[src/rtl/tch_pkg.sv]
`default_nettype none

package tch_pkg;

  localparam int SampleWidth   = 32;
  localparam int TimeWidth     = 32;
  localparam int ThreshWidth   = 31;
  localparam int IntervalWidth = 16;
  localparam int CfgDataWidth  = 31;
  localparam int CfgIndexWidth = 1;
  localparam int DeadlineWidth = TimeWidth + 1;

  localparam logic [IntervalWidth-1:0] FireIntervalReset = 16'd200;

  localparam logic [1:0] MODE_TICK      = 2'd0;
  localparam logic [1:0] MODE_TEST      = 2'd1;
  localparam logic [1:0] MODE_TEST_HOLD = 2'd2;

  localparam logic [CfgIndexWidth-1:0] CFG_THRESHOLD     = 1'd0;
  localparam logic [CfgIndexWidth-1:0] CFG_FIRE_INTERVAL = 1'd1;

  typedef enum logic [1:0] {
    CMP_NONE    = 2'd0,
    CMP_LESS    = 2'd1,
    CMP_EQUAL   = 2'd2,
    CMP_GREATER = 2'd3
  } cmp_t;

  typedef struct packed {
    logic                          velocity_valid;
    logic signed [SampleWidth-1:0] velocity;
    logic                          event_valid;
    logic                          less;
    logic                          less_equal;
    logic                          greater;
    logic                          greater_equal;
    logic                          equal;
  } res_t;

endpackage

`default_nettype wire

[src/rtl/tch_cmp.sv]
`default_nettype none

module tch_cmp
  import tch_pkg::*;
(
  input  wire logic signed [SampleWidth-1:0] sample,
  input  wire logic        [ThreshWidth-1:0] threshold,
  output cmp_t                               code
);

  logic signed [SampleWidth:0] s_ext;
  logic signed [SampleWidth:0] t_ext;

  // both sides at 33 bits, threshold zero-extended so it stays non-negative
  assign s_ext = {sample[SampleWidth-1], sample};
  assign t_ext = {{(SampleWidth + 1 - ThreshWidth){1'b0}}, threshold};

  always_comb begin
    if (s_ext > t_ext) begin
      code = CMP_GREATER;
    end else if (s_ext == t_ext) begin
      code = CMP_EQUAL;
    end else begin
      code = CMP_LESS;
    end
  end

endmodule

`default_nettype wire

[src/rtl/tch_ctrl.sv]
`default_nettype none

module tch_ctrl
  import tch_pkg::*;
(
  input  wire logic                          clk,
  input  wire logic                          rst_n,
  input  wire logic                          step,
  input  wire logic [1:0]                    mode,
  input  wire logic                          target_present,
  input  wire logic signed [SampleWidth-1:0] sample,
  input  wire logic [TimeWidth-1:0]          now,
  input  wire logic [IntervalWidth-1:0]      fire_interval,
  input  wire cmp_t                          code,
  output res_t                               res
);

  cmp_t                     last_compare_r, last_compare_nxt;
  cmp_t                     last_fired_r, last_fired_nxt;
  logic [DeadlineWidth-1:0] deadline_r, deadline_nxt;
  logic                     armed_r, armed_nxt;
  logic [SampleWidth-1:0]   last_velocity_r, last_velocity_nxt;

  logic [DeadlineWidth-1:0] new_deadline;
  logic                     due;
  logic                     fire;
  cmp_t                     fire_code;
  logic                     report;

  assign new_deadline = {1'b0, now} + {{(DeadlineWidth - IntervalWidth){1'b0}}, fire_interval};
  assign due          = armed_r && ({1'b0, now} >= deadline_r);

  always_comb begin
    last_compare_nxt  = last_compare_r;
    last_fired_nxt    = last_fired_r;
    deadline_nxt      = deadline_r;
    armed_nxt         = armed_r;
    last_velocity_nxt = last_velocity_r;
    fire              = 1'b0;
    fire_code         = code;
    report            = 1'b0;

    case (mode)
      MODE_TICK: begin
        if (target_present) begin
          report = 1'b1;
          if (code != last_compare_r) begin
            if (code == last_fired_r) begin
              // back at the result that last fired: drop the deadline
              armed_nxt    = 1'b0;
              deadline_nxt = '0;
            end else if (last_compare_r != CMP_NONE) begin
              armed_nxt    = 1'b1;
              deadline_nxt = new_deadline;
            end
            last_compare_nxt = code;
          end else if (due) begin
            fire           = 1'b1;
            last_fired_nxt = code;
            armed_nxt      = 1'b0;
            deadline_nxt   = '0;
          end
        end
      end
      MODE_TEST: begin
        fire = 1'b1;
        if (!target_present) begin
          fire_code = CMP_EQUAL;
        end
      end
      MODE_TEST_HOLD: begin
        if (target_present) begin
          report           = 1'b1;
          armed_nxt        = 1'b1;
          deadline_nxt     = new_deadline;
          last_fired_nxt   = CMP_NONE;
          last_compare_nxt = code;
        end
      end
      default: begin
      end
    endcase

    report = report && (sample != last_velocity_r);
    if (report) begin
      last_velocity_nxt = sample;
    end

    res                = '0;
    res.velocity_valid = report;
    res.velocity       = report ? sample : '0;
    res.event_valid    = fire;
    if (fire) begin
      case (fire_code)
        CMP_LESS: begin
          res.less       = 1'b1;
          res.less_equal = 1'b1;
        end
        CMP_GREATER: begin
          res.greater       = 1'b1;
          res.greater_equal = 1'b1;
        end
        default: begin
          res.equal         = 1'b1;
          res.less_equal    = 1'b1;
          res.greater_equal = 1'b1;
        end
      endcase
    end
  end

  always_ff @(posedge clk) begin
    if (!rst_n) begin
      last_compare_r  <= CMP_NONE;
      last_fired_r    <= CMP_NONE;
      deadline_r      <= '0;
      armed_r         <= 1'b0;
      last_velocity_r <= '0;
    end else if (step) begin
      last_compare_r  <= last_compare_nxt;
      last_fired_r    <= last_fired_nxt;
      deadline_r      <= deadline_nxt;
      armed_r         <= armed_nxt;
      last_velocity_r <= last_velocity_nxt;
    end
  end

`ifndef SYNTH
  a_hold_when_idle: assert property (@(posedge clk) disable iff (!rst_n)
    !step |=> $stable(armed_r) && $stable(deadline_r) && $stable(last_compare_r))
    else $error("debounce state moved without a transfer");

  a_armed_has_result: assert property (@(posedge clk) disable iff (!rst_n)
    armed_r |-> last_compare_r != CMP_NONE)
    else $error("deadline armed with no compare result");

  a_disarmed_clear: assert property (@(posedge clk) disable iff (!rst_n)
    !armed_r |-> deadline_r == '0)
    else $error("deadline left set while disarmed");

  a_fire_disarms: assert property (@(posedge clk) disable iff (!rst_n)
    step && fire && mode == MODE_TICK |=> !armed_r)
    else $error("tick fire did not disarm");
`endif

endmodule

`default_nettype wire

[src/rtl/threshold_compare_holdoff.sv]
// Path: an item enters the input register, then moves into the result register,
// and its result can transfer only from there.
// Throughput: one item per cycle unless a held result (out_ready low) stalls it;
// the debounce state updates in the same cycle that an item enters the result register.
// Reset (synchronous, rst_n low): pipeline empty, no result and no fire history,
// deadline disarmed, last velocity 0, threshold 0, fire interval 200 ms.
`default_nettype none

module threshold_compare_holdoff
  import tch_pkg::*;
(
  input  wire logic                          clk,
  input  wire logic                          rst_n,

  input  wire logic                          cfg_we,
  input  wire logic [CfgIndexWidth-1:0]      cfg_index,
  input  wire logic [CfgDataWidth-1:0]       cfg_wdata,

  input  wire logic                          in_valid,
  output logic                               in_ready,
  input  wire logic [1:0]                    in_mode,
  input  wire logic                          in_target_present,
  input  wire logic signed [SampleWidth-1:0] in_sample,
  input  wire logic [TimeWidth-1:0]          in_now,

  output logic                               out_valid,
  input  wire logic                          out_ready,
  output logic                               out_velocity_valid,
  output logic signed [SampleWidth-1:0]      out_velocity,
  output logic                               out_event_valid,
  output logic                               out_less,
  output logic                               out_less_equal,
  output logic                               out_greater,
  output logic                               out_greater_equal,
  output logic                               out_equal
);

  logic [ThreshWidth-1:0]   threshold_r;
  logic [IntervalWidth-1:0] fire_interval_r;

  logic                          in_valid_r, in_valid_nxt;
  logic [1:0]                    mode_r;
  logic                          target_present_r;
  logic signed [SampleWidth-1:0] sample_r;
  logic [TimeWidth-1:0]          now_r;

  logic out_valid_r, out_valid_nxt;
  res_t res_r;
  res_t res;
  cmp_t code;
  logic advance;
  logic in_xfer;

  assign advance  = in_valid_r && (!out_valid_r || out_ready);
  assign in_ready = !in_valid_r || advance;
  assign in_xfer  = in_valid && in_ready;

  always_comb begin
    in_valid_nxt = in_valid_r;
    if (in_xfer) begin
      in_valid_nxt = 1'b1;
    end else if (advance) begin
      in_valid_nxt = 1'b0;
    end
    out_valid_nxt = out_valid_r;
    if (advance) begin
      out_valid_nxt = 1'b1;
    end else if (out_ready) begin
      out_valid_nxt = 1'b0;
    end
  end

  always_ff @(posedge clk) begin
    if (!rst_n) begin
      threshold_r     <= '0;
      fire_interval_r <= FireIntervalReset;
    end else if (cfg_we) begin
      case (cfg_index)
        CFG_THRESHOLD:     threshold_r     <= cfg_wdata[ThreshWidth-1:0];
        CFG_FIRE_INTERVAL: fire_interval_r <= cfg_wdata[IntervalWidth-1:0];
        default: begin
        end
      endcase
    end
  end

  always_ff @(posedge clk) begin
    if (!rst_n) begin
      in_valid_r  <= 1'b0;
      out_valid_r <= 1'b0;
    end else begin
      in_valid_r  <= in_valid_nxt;
      out_valid_r <= out_valid_nxt;
    end
  end

  always_ff @(posedge clk) begin
    if (in_xfer) begin
      mode_r           <= in_mode;
      target_present_r <= in_target_present;
      sample_r         <= in_sample;
      now_r            <= in_now;
    end
    if (advance) begin
      res_r <= res;
    end
  end

  tch_cmp u_cmp (
    .sample    (sample_r),
    .threshold (threshold_r),
    .code      (code)
  );

  tch_ctrl u_ctrl (
    .clk            (clk),
    .rst_n          (rst_n),
    .step           (advance),
    .mode           (mode_r),
    .target_present (target_present_r),
    .sample         (sample_r),
    .now            (now_r),
    .fire_interval  (fire_interval_r),
    .code           (code),
    .res            (res)
  );

  assign out_valid          = out_valid_r;
  assign out_velocity_valid = res_r.velocity_valid;
  assign out_velocity       = res_r.velocity;
  assign out_event_valid    = res_r.event_valid;
  assign out_less           = res_r.less;
  assign out_less_equal     = res_r.less_equal;
  assign out_greater        = res_r.greater;
  assign out_greater_equal  = res_r.greater_equal;
  assign out_equal          = res_r.equal;

`ifndef SYNTH
  a_full_stall: assert property (@(posedge clk) disable iff (!rst_n)
    in_valid_r && out_valid_r && !out_ready |-> !in_ready)
    else $error("input taken while both stages are held");

  a_event_one_result: assert property (@(posedge clk) disable iff (!rst_n)
    out_valid_r && out_event_valid |-> $onehot({out_less, out_equal, out_greater}))
    else $error("fired result is not exactly one of less, equal, greater");

  a_no_event_flags: assert property (@(posedge clk) disable iff (!rst_n)
    out_valid_r && !out_event_valid |->
      !(out_less || out_less_equal || out_greater || out_greater_equal || out_equal))
    else $error("compare flags set without an event");
`endif

endmodule

`default_nettype wire
[config.mk]
export PLATFORM = sky130hd
export DESIGN_NAME = threshold_compare_holdoff
export DESIGN_NICKNAME = d
export VERILOG_FILES = /design/src/rtl/tch_pkg.sv /design/src/rtl/tch_cmp.sv /design/src/rtl/tch_ctrl.sv /design/src/rtl/threshold_compare_holdoff.sv
export SDC_FILE = /design/constraint.sdc
export NUM_CORES = 1
export LEC_CHECK = 0
export BUFFER_PORTS_ARGS = -buffer_cell sky130_fd_sc_hd__buf_2
export CELL_PAD_IN_SITES_DETAIL_PLACEMENT = 0
export CELL_PAD_IN_SITES_GLOBAL_PLACEMENT = 1
export CORE_ASPECT_RATIO = 0.8
export CORE_UTILIZATION = 49
export DETAILED_ROUTE_END_ITERATION = 12
export PLACE_DENSITY = 0.91
export SLEW_MARGIN = 20
export SYNTH_ARGS = -nofsm -noshare
export SYNTH_HDL_FRONTEND = slang
export SYNTH_SLANG_ARGS = --single-unit
[constraint.sdc]
create_clock -name clk -period 6.6 [get_ports clk]
set_input_delay 0.99 -clock clk [delete_from_list [all_inputs] [get_ports clk]]
set_output_delay 0.99 -clock clk [all_outputs]
set_load 0.03 [all_outputs]
Word level (Yosys, flattened, before mapping)
Cells that the tools add are included.

word-level totals
  output and inout bits = 41
  bits in registers = 225
  logic and storage cells = 103
  input bits = 104

operators by class
  order comparisons = 2
  mux-type cells = 42
  reductions and logical operators = 21
  eq/ne operators = 15
  bitwise operators = 1
  add/subtract/negate cells = 1

operators by type and width
  kind                                                    number
  2-to-1 mux 33 bit                                       6
  case mux 33 bit (2 select lines)                        1
  adder 32 x 16 -> 33 bit                                 1
  greater-or-equal comparator 32 x 33 -> 1 bit            1
  == test 32 bit                                          1
  greater-than comparator 32 bit                          1
  inequality test 32 bit                                  1
  2-to-1 mux 2 bit                                        11
  2-to-1 mux 1 bit                                        20
  AND reduction 6 bit                                     2
  case mux 2 bit (2 select lines)                         2
  nonzero test 2 bit                                      4
  inequality test 2 bit (second input constant)           3
  AND reduction 2 bit                                     3
  AND reduction 5 bit                                     1
  == test 2 x 1 -> 1 bit (second input constant)          2
  == test 2 bit (second input constant)                   2
  logical AND 1 bit                                       4
  inequality test 2 x 1 -> 1 bit (second input constant)  2
  inequality test 4 bit (second input constant)           1
  case mux 1 bit (2 select lines)                         2
  OR reduction 2 bit                                      2
  inequality test 3 x 1 -> 1 bit (second input constant)  1
  == test 2 bit                                           1
  other kinds (5)                                         7

Longest topological paths before layout
Gate-level depths: netlist of the first run.

  depth in word-level cells = 8
  gate-level depth with buffers = 12
  depth with buffers taken out = 12

Cells and area by module
A second synthesis of the first run with hierarchy kept.

second synthesis, totals
  cell total of the unflattened synthesis = 1040
  area, all modules = 11029.3 um^2

by module, submodules not included
  module                     cells each  seq. area each (um^2)  area each (um^2)  times used
  threshold_compare_holdoff  307         4164.0                 5134.9            1
  tch_ctrl                   620         1401.3                 5106.1            1
  tch_cmp                    113         0.0                    788.3             1

Worst setup path before layout of the first run
OpenSTA, ideal clock, no wires.

  path type = input to register
  start point = input port out_ready
  end point = register u_ctrl.last_velocity_r[10]
  slack = 2.030 ns
  arrival = 4.453 ns
  library setup time = 0.117 ns
  path buffers = 1
  data required time = 6.483 ns
  cell stages on the path = 7
  cells stage by stage = nor2b_1 > nor2b_1 > nand3_1 > nor2_1 > clkbuf_1 > mux2i_1 > nor2b_1

on the way
  longest elaborated chain between the ends = 3

RTL lines
  what                                  RTL line                         source
  start, declared                       threshold_compare_holdoff.sv:27  input wire logic out_ready,
  logical OR 1 bit                      threshold_compare_holdoff.sv:54  assign advance = in_valid_r && (!out_valid_r || out_ready);
  logical AND 1 bit                     threshold_compare_holdoff.sv:54
  net advance                           threshold_compare_holdoff.sv:51  logic advance;
  AND reduction 2 bit (no source line)  -
  end signal, assigned                  tch_ctrl.sv:124                  last_velocity_r <= last_velocity_nxt;
  end, declared                         tch_ctrl.sv:22                   logic [SampleWidth-1:0] last_velocity_r, last_velocity_nxt;

The timed path passes the listed nets, and every way through them passes these cells.
A chain may end at the register's enable or synchronous reset.

Worst setup path after layout of the first run
  start point = register sample_r[17]
  end point = register u_ctrl.deadline_r[0]

on the way
  longest elaborated chain between the ends = 8
  elaborated cells between the ends (all ways) = 13
  classes of those cells = 1 x order compare; 5 x eq/ne; 6 x mux; 1 x reduce/logical

RTL lines
  what                                                                    RTL line                          source
  start, declared                                                         threshold_compare_holdoff.sv:44   logic signed [SampleWidth-1:0] sample_r;
  start signal, assigned                                                  threshold_compare_holdoff.sv:101  sample_r <= in_sample;
  branches (longest 2 deep; another with greater-than comparator 32 bit)  -
  2-to-1 mux 2 bit (*)                                                    tch_cmp.sv:19                     if (s_ext > t_ext) begin
  == test 2 bit                                                           tch_ctrl.sv:48                    if (code == last_fired_r) begin
  2-to-1 mux 33 bit                                                       tch_ctrl.sv:48
  2-to-1 mux 33 bit                                                       tch_ctrl.sv:47                    if (code != last_compare_r) begin
  2-to-1 mux 33 bit                                                       tch_ctrl.sv:45                    if (target_present) begin
  case mux 33 bit (2 select lines)                                        tch_ctrl.sv:43                    case (mode)
  end signal, assigned                                                    tch_ctrl.sv:122                   deadline_r <= deadline_nxt;
  end, declared                                                           tch_ctrl.sv:20                    logic [DeadlineWidth-1:0] deadline_r, deadline_nxt;

Mark *: on every way between the ends. The select of a mux whose other input is x is not followed.

==> results.py, run 1 <==
metrics = {
    "run_status": {
        "status": "finished, final reports clean",
    },
    "logic_synthesis": {
        "synth_seq_cells": 225,
        "syn_nets": 1203,
        "ys_seq_area_frac": 0.509,
        "synth_enable_flop_cells": 106,
        "synthFlopType": "dfxtp_1",
        "synth.distinct_cells": 66,
        "synthTopCellsByArea": "edfxtp_1, dfxtp_1, ha_1",
        "async_flop_share": 0,
        "yosysWarnings": 0,
        "syn_inst": 1019,
        "yosys.area.top_type": "edfxtp_1",
        "syn_avg_cell_area_um2": 10.7,
        "synth_area_um2": 10900,
        "synth_top_area_frac": 0.291,
    },
    "global_route": {
        "grt_overflow": 0,
        "grt_pass1_wl_um": 37500,
        "track_usage": 0.208,
        "grt_pass1_vias": 7301,
        "grt_max_degree": 90,
        "antenna_found_initial": 1,
    },
    "timing": {
        "slew_violations": 0,
        "finalSetupTns_ps": 0,
        "finalHoldViolations": 0,
        "timing.slew.headroom": 0.321,
        "clock.fmax_ghz": 0.271,
        "tightest_slew_ps": 1010,
        "grt_setup_unrepaired": "no",
        "whs_ps": 461,
        "finClkSkew_ps": 13.2,
        "fin_crit_ps": 3690,
        "setup_viol": 0,
        "period_share": 0.558,
    },
    "worst_setup_path": {
        "crit_path_end_kind": "flop",
        "rr_startpoint": "sample_r[17]",
        "crit_fanout": 34,
        "ff2ff_setup_slack_ps": 2910,
        "worstSetupPathType": "flop to flop",
        "setup.worst_path.end": "u_ctrl.deadline_r[0]",
        "r2r_cells": 10,
        "cp.arrival_ps": 4140,
        "cp-startpoint": "sample_r[17]",
        "r2r_end": "u_ctrl.deadline_r[0]",
        "required_ps": 7050,
        "startpoint_type": "flop",
    },
    "detailed_routing": {
        "drc": 0,
        "route.vias.total": 7747,
        "via_per_inst": 5.23,
        "drt_pass1_iterations": 4,
        "wl_per_cell_um": 16.1,
        "routed_wl_um": 23900,
        "antenna_left": 0,
        "drt_iter0_drc": 489,
    },
    "cts": {
        "numCtsBuffers": 24,
        "cts_hold_buf": 0,
        "cts_root_buffer": "clkbuf_16",
        "cts_setup_buffers": 0,
        "insertion_delay_ps": 510,
        "htreeDepth": 1,
        "post_cts_resized": 0,
        "cts.sinks": 225,
        "clk_pin_slew_ps": 60,
        "clk_path_buf_depth": 3,
        "cts_tree": "done",
    },
    "power_and_ir_drop": {
        "leakage_nw": 5.10,
        "p_total_mw": 3.34,
        "p_per_area_nw_per_um2": 260,
        "max-vdd-ir-drop_v": 0.000203,
    },
    "final_layout": {
        "area_growth_pct": 17.3,
        "nNetsFinal": 1347,
        "drive_gt1_frac": 0.184,
        "final_cells": 1482,
    },
    "floorplanning": {
        "dieHeight_um": 136,
        "core-area_um2": 21700,
        "dieArea_um2": 22900,
        "io_pins": 145,
        "start_util": 0.502,
        "row_count": 48,
        "fp.dieW_um": 169,
    },
    "hold_path": {
        "hp-class": "flop to flop",
        "hold_depth": 1,
    },
    "job": {
        "maxCapViolCount": 0,
    },
    "placement": {
        "hpwlAfterDp_um": 16700,
        "dp_cells": 1437,
        "gp_congestion": 0.847,
        "numPortBuffers": 144,
    },
}
-- synthesized netlist by cell type, types with 11 or more instances --
| cell type | n |
|---|---|
| mux2i_1 | 34 |
| ha_1 | 79 |
| clkbuf_1 | 26 |
| a21boi_0 | 45 |
| o21ai_0 | 26 |
| nand2_1 | 128 |
| xor2_1 | 42 |
| and2_1 | 38 |
| a21o_1 | 14 |
| nor2b_1 | 42 |
| nand4_1 | 11 |
| nand3_1 | 29 |
| dfxtp_1 | 119 |
| edfxtp_1 | 106 |
| xnor2_1 | 16 |
| nor2_1 | 15 |
| inv_1 | 78 |
| a21oi_1 | 41 |
| a22o_1 | 29 |
-- routing by layer --
layer  vias up  routed length, µm  global-route usage
met2       225              10400               0.319
met4         0                384              0.0505
li1       3869                  -                   -
met3        28               1260              0.0304
met5         -                  0                   0
met1      3625              11900               0.308
-- placed cells by master (no fill, tap or decap), drive strengths merged, types with 4 or more instances in the layout --
master,count
a21boi,45
a21o,14
a21oi,42
a22o,30
a31oi,4
and2,41
and3,9
and4,4
buf,152
bufinv,4
clkbuf,30
clkinv,8
dfxtp,119
edfxtp,106
ha,79
inv,78
mux2i,34
nand2,128
nand2b,7
nand3,29
nand4,11
nor2,15
nor2b,42
nor3,6
nor4,9
o21a,6
o21ai,26
o21bai,4
xnor2,16
xor2,42
-- report_power, final --
part	switching [mW]	internal [mW]
Sequential	0.0447	1.53
Clock	0.541	0.879
Combinational	0.202	0.141
-- kinds of logic (layout without fill, tap and decap cells) --
| group | Yosys count | after routing | synth area share |
|---|---|---|---|
| flip-flops | 225 | 225 | 0.509 |
| AND/OR/NAND/NOR | 315 | 315 | 0.151 |
| buffers and inverters | 112 | 274 | 0.0420 |
| multiplexers | 35 | 35 | 0.0322 |
| adder cells (fa/ha/maj) | 80 | 80 | 0.0923 |
| AO/OA/AOI/OAI | 194 | 194 | 0.127 |
| other | 0 | 1 | 0 |
| XOR/XNOR | 58 | 58 | 0.0465 |
-- sequential cells by signal, indices dropped and copies added (netlist names), 2 cells and up --
| register | flops |
|---|---|
| fire_interval_r | 16 |
| mode_r | 2 |
| now_r | 32 |
| out_velocity | 32 |
| sample_r | 32 |
| threshold_r | 31 |
| u_ctrl.deadline_r | 33 |
| u_ctrl.last_compare_r | 2 |
| u_ctrl.last_fired_r | 2 |
| u_ctrl.last_velocity_r | 32 |
-- critical path, cell delays in order, from the launching register on --
cell and delay, ps:
edfxtp_1 450, ha_1 320, a21oi_1 200, o21ai_0 210, a2111oi_2 400, o31a_2 210, a2bb2oi_2 320, nor3b_2 300
o21bai_1 130, a21oi_4 790, a22o_1 280
-- stage by stage --
| step | instance area (µm²) | util | setup WS, ps |
|---|---|---|---|
| floorplan | 10900 | - | 2030 |
| global placement | 11900 | 0.549 | 3060 |
| detailed placement | 12000 | 0.550 | 3000 |
| CTS | 12800 | 0.589 | 2960 |
| global route | 12800 | 0.590 | 2640 |
| finish | 12800 | 0.590 | 2910 |
-- area by class of cell --
cell class                 count  area (µm²)
fill                        1869        8920
tap                          300         375
sequential                   225        5570
antenna                        1        2.50
timing repair buffer         152         801
clock buffer                  30         674
clock inverter                14         175
multi-input combinational    682        4930
inverter                      78         293
-- how the worst min path moves through the flow --
stage,start,end,slack [ps]
3_3_place_gp,u_ctrl.armed_r,u_ctrl.armed_r,440
3_5_place_dp,u_ctrl.armed_r,u_ctrl.armed_r,450
5_1_grt,u_ctrl.armed_r,u_ctrl.armed_r,480
4_1_cts,u_ctrl.armed_r,u_ctrl.armed_r,460
2_1_floorplan,u_ctrl.armed_r,u_ctrl.armed_r,430
6_report,u_ctrl.armed_r,u_ctrl.armed_r,460
No activity file was read; power rests on OpenSTA's default activity.
==> run 2: changes to the inputs <==
ABC_AREA = 1   (was default)
CORE_UTILIZATION = 44   (was 49)
PLACE_DENSITY = 0.86   (was 0.91)
clock period = 3.55 ns   (was 6.6 ns; I/O delays follow)
==> results.py, run 2 <==
metrics = {
    "power_and_ir_drop": {
        "leakage_nw": 5.84,
        "max-vdd-ir-drop_v": 0.000398,
        "p_comb_frac": 0.139,
        "clkPwrFrac": 0.387,
        "power.share.sequential": 0.475,
        "p_total_mw": 6.19,
        "internal_power_mw": 4.54,
        "switching_power_mw": 1.65,
        "p_per_area_nw_per_um2": 463,
        "sw_frac_of_total": 0.267,
    },
    "worst_setup_path": {
        "crit_path_end_kind": "flop",
        "cp.arrival_ps": 3370,
        "worstSetupPathType": "flop to flop",
        "crit_family": "simple AND/OR/NAND/NOR gates",
        "crit_path_frequent_cell": "nand2_1",
        "path_cells": "ha_1 > nand2_1 > nor4_2 > and2b_1 > nand2_1 > nand2_1 > nand2_2 > nand2_2 > nand2_1 > nand3_2 > nor2_1 > a31oi_1 > nor2_1",
        "ff2ff_setup_slack_ps": 430,
        "startpoint_type": "flop",
        "slowest_stage": "a31oi_1",
        "crit_fanout": 17,
        "critPathBufInv": 0,
        "max_stage_delay_ps": 490,
        "required_ps": 3800,
    },
    "floorplanning": {
        "fp.dieW_um": 183,
        "row_count": 52,
        "start_util": 0.453,
        "dieArea_um2": 27000,
        "dieHeight_um": 147,
        "io_pins": 145,
        "core-area_um2": 25600,
    },
    "global_route": {
        "grt_overflow": 0,
        "grt_pass1_wl_um": 45100,
        "antenna_found_initial": 0,
        "track_usage": 0.211,
        "grt_pass1_vias": 8671,
        "grt_max_degree": 60,
    },
    "logic_synthesis": {
        "yosysWarnings": 0,
        "ys_seq_area_frac": 0.481,
        "synth_most_common_cell": "nand2_1",
        "syn_nets": 1566,
        "synth_area_um2": 11600,
        "synth_enable_flop_cells": 106,
        "netlist_top_cells_count": "nand2_1, inv_1, a21oi_1",
        "synth_seq_cells": 225,
        "async_flop_share": 0,
        "synth.distinct_cells": 43,
        "syn_inst": 1382,
        "synth_top_area_frac": 0.275,
        "synthFlopType": "dfxtp_1",
        "synthTopCellsByArea": "edfxtp_1, dfxtp_1, nand2_1",
        "yosys.area.top_type": "edfxtp_1",
        "syn_avg_cell_area_um2": 8.38,
    },
    "cts": {
        "insertion_delay_ps": 530,
        "numCtsBuffers": 25,
        "cts_setup_buffers": 0,
        "cts.sinks": 225,
        "htreeDepth": 1,
        "clk_pin_slew_ps": 60,
        "clk_path_buf_depth": 3,
        "cts_root_buffer": "clkbuf_16",
        "post_cts_resized": 0,
        "cts_hold_buf": 0,
        "cts_tree": "done",
    },
    "final_layout": {
        "top_register": "u_ctrl.deadline_r",
        "final_cells": 1888,
        "drive_gt1_frac": 0.140,
        "multi_input_area_um2": 5060,
        "seq_area_um2": 5570,
        "largest_register_ffs": 33,
        "design_area_um2": 13400,
        "nNetsFinal": 1702,
        "final_common_cell": "nand2_1",
        "antenna_cells": 0,
        "mostFrequentLayoutCells": "nand2_1, inv_1, a21oi_1",
        "area_growth_pct": 15.4,
        "final_core_util": 0.523,
        "fill_cells": 2431,
    },
    "job": {
        "maxCapViolCount": 0,
    },
    "timing": {
        "setup_viol": 0,
        "setup_ws_ps": 431,
        "clock.fmax_ghz": 0.321,
        "period_share": 0.879,
        "grt_setup_unrepaired": "no",
        "slew_violations": 0,
        "finClkSkew_ps": 19.2,
        "timing.slew.headroom": 0.366,
        "finalHoldViolations": 0,
        "whs_ps": 177,
        "fin_crit_ps": 3120,
        "tightest_slew_ps": 951,
        "finalSetupTns_ps": 0,
    },
    "placement": {
        "hpwlAfterDp_um": 20900,
        "gp_congestion": 0.873,
        "place_area_um2": 12600,
        "post-place-ws_ps": 506,
        "numPortBuffers": 144,
        "dp_cells": 1842,
    },
    "detailed_routing": {
        "routed_wl_um": 28300,
        "drc": 0,
        "wl_per_cell_um": 15.0,
        "drt_pass1_iterations": 5,
        "via_per_inst": 4.95,
        "route.vias.total": 9340,
        "antenna_left": 0,
        "drt_iter0_drc": 624,
    },
    "run_status": {
        "status": "finished, final reports clean",
    },
    "hold_path": {
        "hp-class": "primary input to flop",
    },
}
## run 2: changes by cell type in the layout (fill, tap and decap cells not counted), moves of 22 or more
| cell | delta |
|---|---|
| nand4_1 | +39 |
| inv_1 | +106 |
| a22o_1 | -29 |
| xor2_1 | -22 |
| nor2b_1 | -40 |
| nor2_1 | +100 |
| a21boi_0 | -45 |
| o21ai_0 | +69 |
| mux2i_1 | -34 |
| nand2_1 | +175 |
| a21oi_1 | +105 |
| and2_1 | -37 |
## run 2: path summary, 6_finish.rpt
check | startpoint | to | cells past startpoint
worst max-delay path | sample_r[26] | out_less | 13
worst min-delay path | in_sample[24] | sample_r[24] | 1
worst max register to register | sample_r[26] | out_less | 13
worst min register to register | threshold_r[17] | threshold_r[17] | 2
## run 2: area by class of cell
cell class | count | area share
clock buffers | 40 | 0.0533
inverters | 188 | 0.0528
well taps | 351 | 0.0329
repair buffers | 158 | 0.0637
clock inverters | 6 | 0.00253
multi-input cells | 920 | 0.379
flip-flops and latches | 225 | 0.416
## run 2: cell families after synthesis
logic type / Yosys count / share of synthesized area
simple gates: 536 / 0.199
compound gates: 257 / 0.115
buf+inv: 237 / 0.0834
flops: 225 / 0.481
fa+ha+maj: 80 / 0.0871
xor+xnor: 47 / 0.0355
## run 2: power groups by stage
stage	Sequential [mW]	Combinational, mW	Clock [mW]
3_3_place_gp	2.99	0.837	0
5_1_grt	2.95	0.981	2.53
2_1_floorplan	3.02	0.561	0
3_5_place_dp	2.99	0.853	0
6_report	2.94	0.859	2.39
4_1_cts	2.94	0.859	2.45
## run 2: per-layer routing
metal  track usage  part of all wire
met1         0.327              0.52
met2         0.311              0.41
met3        0.0288             0.050
met4        0.0388             0.015
met5             0                 0
==> run 3: changes to the inputs <==
ABC_AREA = default   (was 1)
CORE_UTILIZATION = 46   (was 44)
==> results.py, run 3 (synthesis results as in run 1) <==
metrics = {
    "run_status": {
        "status": "finished, final reports clean",
    },
    "placement": {
        "dp_cells": 1456,
        "numPortBuffers": 144,
        "place_area_um2": 12000,
        "hpwlAfterDp_um": 16800,
        "gp_congestion": 0.819,
    },
    "detailed_routing": {
        "antenna_left": 0,
        "via_per_inst": 5.16,
        "drt_pass1_iterations": 5,
        "drt_iter0_drc": 558,
        "routed_wl_um": 24100,
        "wl_per_cell_um": 16.0,
        "route.vias.total": 7767,
        "drc": 0,
    },
    "final_layout": {
        "fill_cells": 2031,
        "antenna_cells": 0,
        "drive_gt1_frac": 0.191,
        "nNetsFinal": 1361,
        "final_cells": 1506,
        "top_register": "u_ctrl.deadline_r",
        "mostFrequentLayoutCells": "buf_2, nand2_1, dfxtp_1",
        "final_core_util": 0.555,
        "final_common_cell": "buf_2",
        "area_growth_pct": 18.6,
        "largest_register_ffs": 33,
        "design_area_um2": 13000,
    },
    "floorplanning": {
        "start_util": 0.468,
        "io_pins": 145,
        "dieHeight_um": 140,
        "dieArea_um2": 24400,
        "row_count": 50,
        "core-area_um2": 23300,
        "fp.dieW_um": 174,
    },
    "worst_setup_path": {
        "required_ps": 4000,
        "crit_path_end_kind": "flop",
        "max_stage_delay_ps": 430,
        "startpoint_type": "flop",
        "worstSetupPathType": "flop to flop",
        "crit_fanout": 17,
        "cp.arrival_ps": 3850,
        "path_cells": "ha_1 > a21oi_1 > o21ai_0 > a2111oi_2 > o31a_2 > a2bb2oi_4 > mux2_1 > and3_4 > a221oi_4 > buf_4 > buf_12 > a32o_1",
        "slowest_stage": "edfxtp_1",
        "critPathBufInv": 2,
        "crit_family": "compound AO/OA/AOI/OAI gates",
    },
    "cts": {
        "cts_tree": "done",
        "numCtsBuffers": 25,
        "cts.sinks": 225,
        "clk_pin_slew_ps": 60,
        "clk_path_buf_depth": 3,
        "cts_hold_buf": 0,
        "insertion_delay_ps": 510,
        "cts_root_buffer": "clkbuf_16",
        "htreeDepth": 1,
    },
    "power_and_ir_drop": {
        "p_per_area_nw_per_um2": 476,
        "leakage_nw": 5.17,
        "internal_power_mw": 4.69,
        "p_comb_frac": 0.106,
        "max-vdd-ir-drop_v": 0.000288,
        "sw_frac_of_total": 0.240,
        "clkPwrFrac": 0.420,
        "p_total_mw": 6.16,
        "power.share.sequential": 0.474,
        "switching_power_mw": 1.48,
    },
    "timing": {
        "finClkSkew_ps": 10.5,
        "tightest_slew_ps": 715,
        "period_share": 0.958,
        "timing.slew.headroom": 0.523,
        "clock.fmax_ghz": 0.294,
        "setup_viol": 0,
        "finalSetupTns_ps": 0,
        "slew_violations": 0,
        "finalHoldViolations": 0,
        "fin_crit_ps": 3400,
    },
    "global_route": {
        "grt_pass1_wl_um": 38200,
        "grt_overflow": 0,
        "track_usage": 0.196,
        "antenna_found_initial": 1,
        "grt_pass1_vias": 7165,
        "grt_max_degree": 68,
    },
    "hold_path": {
        "hp-class": "primary input to flop",
    },
    "job": {
        "maxCapViolCount": 0,
    },
}
## run 3: changes by cell type in the layout (fill, tap and decap cells not counted), sizes merged, moves of 41 or more
cell,delta
inv,-109
nand2,-179
nor2b,+42
o21ai,-70
nor2,-104
and2,+41
a21boi,+45
a21oi,-104
## run 3: power by group through the flow
stage                     logic, mW  registers, mW  clock network [mW]
after global placement        0.631           2.98                   0
after global routing          0.731           2.93                2.75
after CTS                     0.646           2.92                2.65
final                         0.652           2.92                2.59
after floorplan               0.388           3.00                   0
after detailed placement      0.642           2.98                   0
## run 3: area by class of cell
type	count	area (µm²)	share of cell area
sequential	225	5570	0.430
multi-input combinational	682	4940	0.381
timing repair buffer	165	937	0.0723
clock buffer	40	779	0.0602
tap	312	390	0.0301
inverter	78	293	0.0226
clock inverter	4	48.8	0.00377
## run 3: what timing repair did
item / 4_1_cts / 5_1_grt
gates resized for setup: 0 / 2
endpoints found under the setup margin: 0 / 35
setup buffers: 0 / 4
## run 3: through the flow
| stage | hold WS, ps | worst slack, ps |
|---|---|---|
| 2_1_floorplan | 426 | 311 |
| 4_1_cts | 176 | 108 |
| 6_report | 193 | 149 |
| 3_5_place_dp | 445 | 161 |
| 3_3_place_gp | 441 | 249 |
| 5_1_grt | 173 | -33.9 |
## run 3: worst paths after layout
| kind | endpoint | cells after the start | from | slack, ps |
|---|---|---|---|---|
| setup / recovery | u_ctrl.deadline_r[8] | 12 | sample_r[17] | 150 |
| hold / removal | sample_r[9] | 1 | in_sample[9] | 190 |
| setup reg to reg | u_ctrl.deadline_r[8] | 12 | sample_r[17] | 150 |
| hold reg to reg | u_ctrl.armed_r | 1 | u_ctrl.armed_r | 460 |
## run 3: layer usage
metal  part of all wire  GRT usage
met5                  0          0
met4              0.023     0.0485
met2               0.42      0.286
met1               0.51      0.302
met3              0.047     0.0251
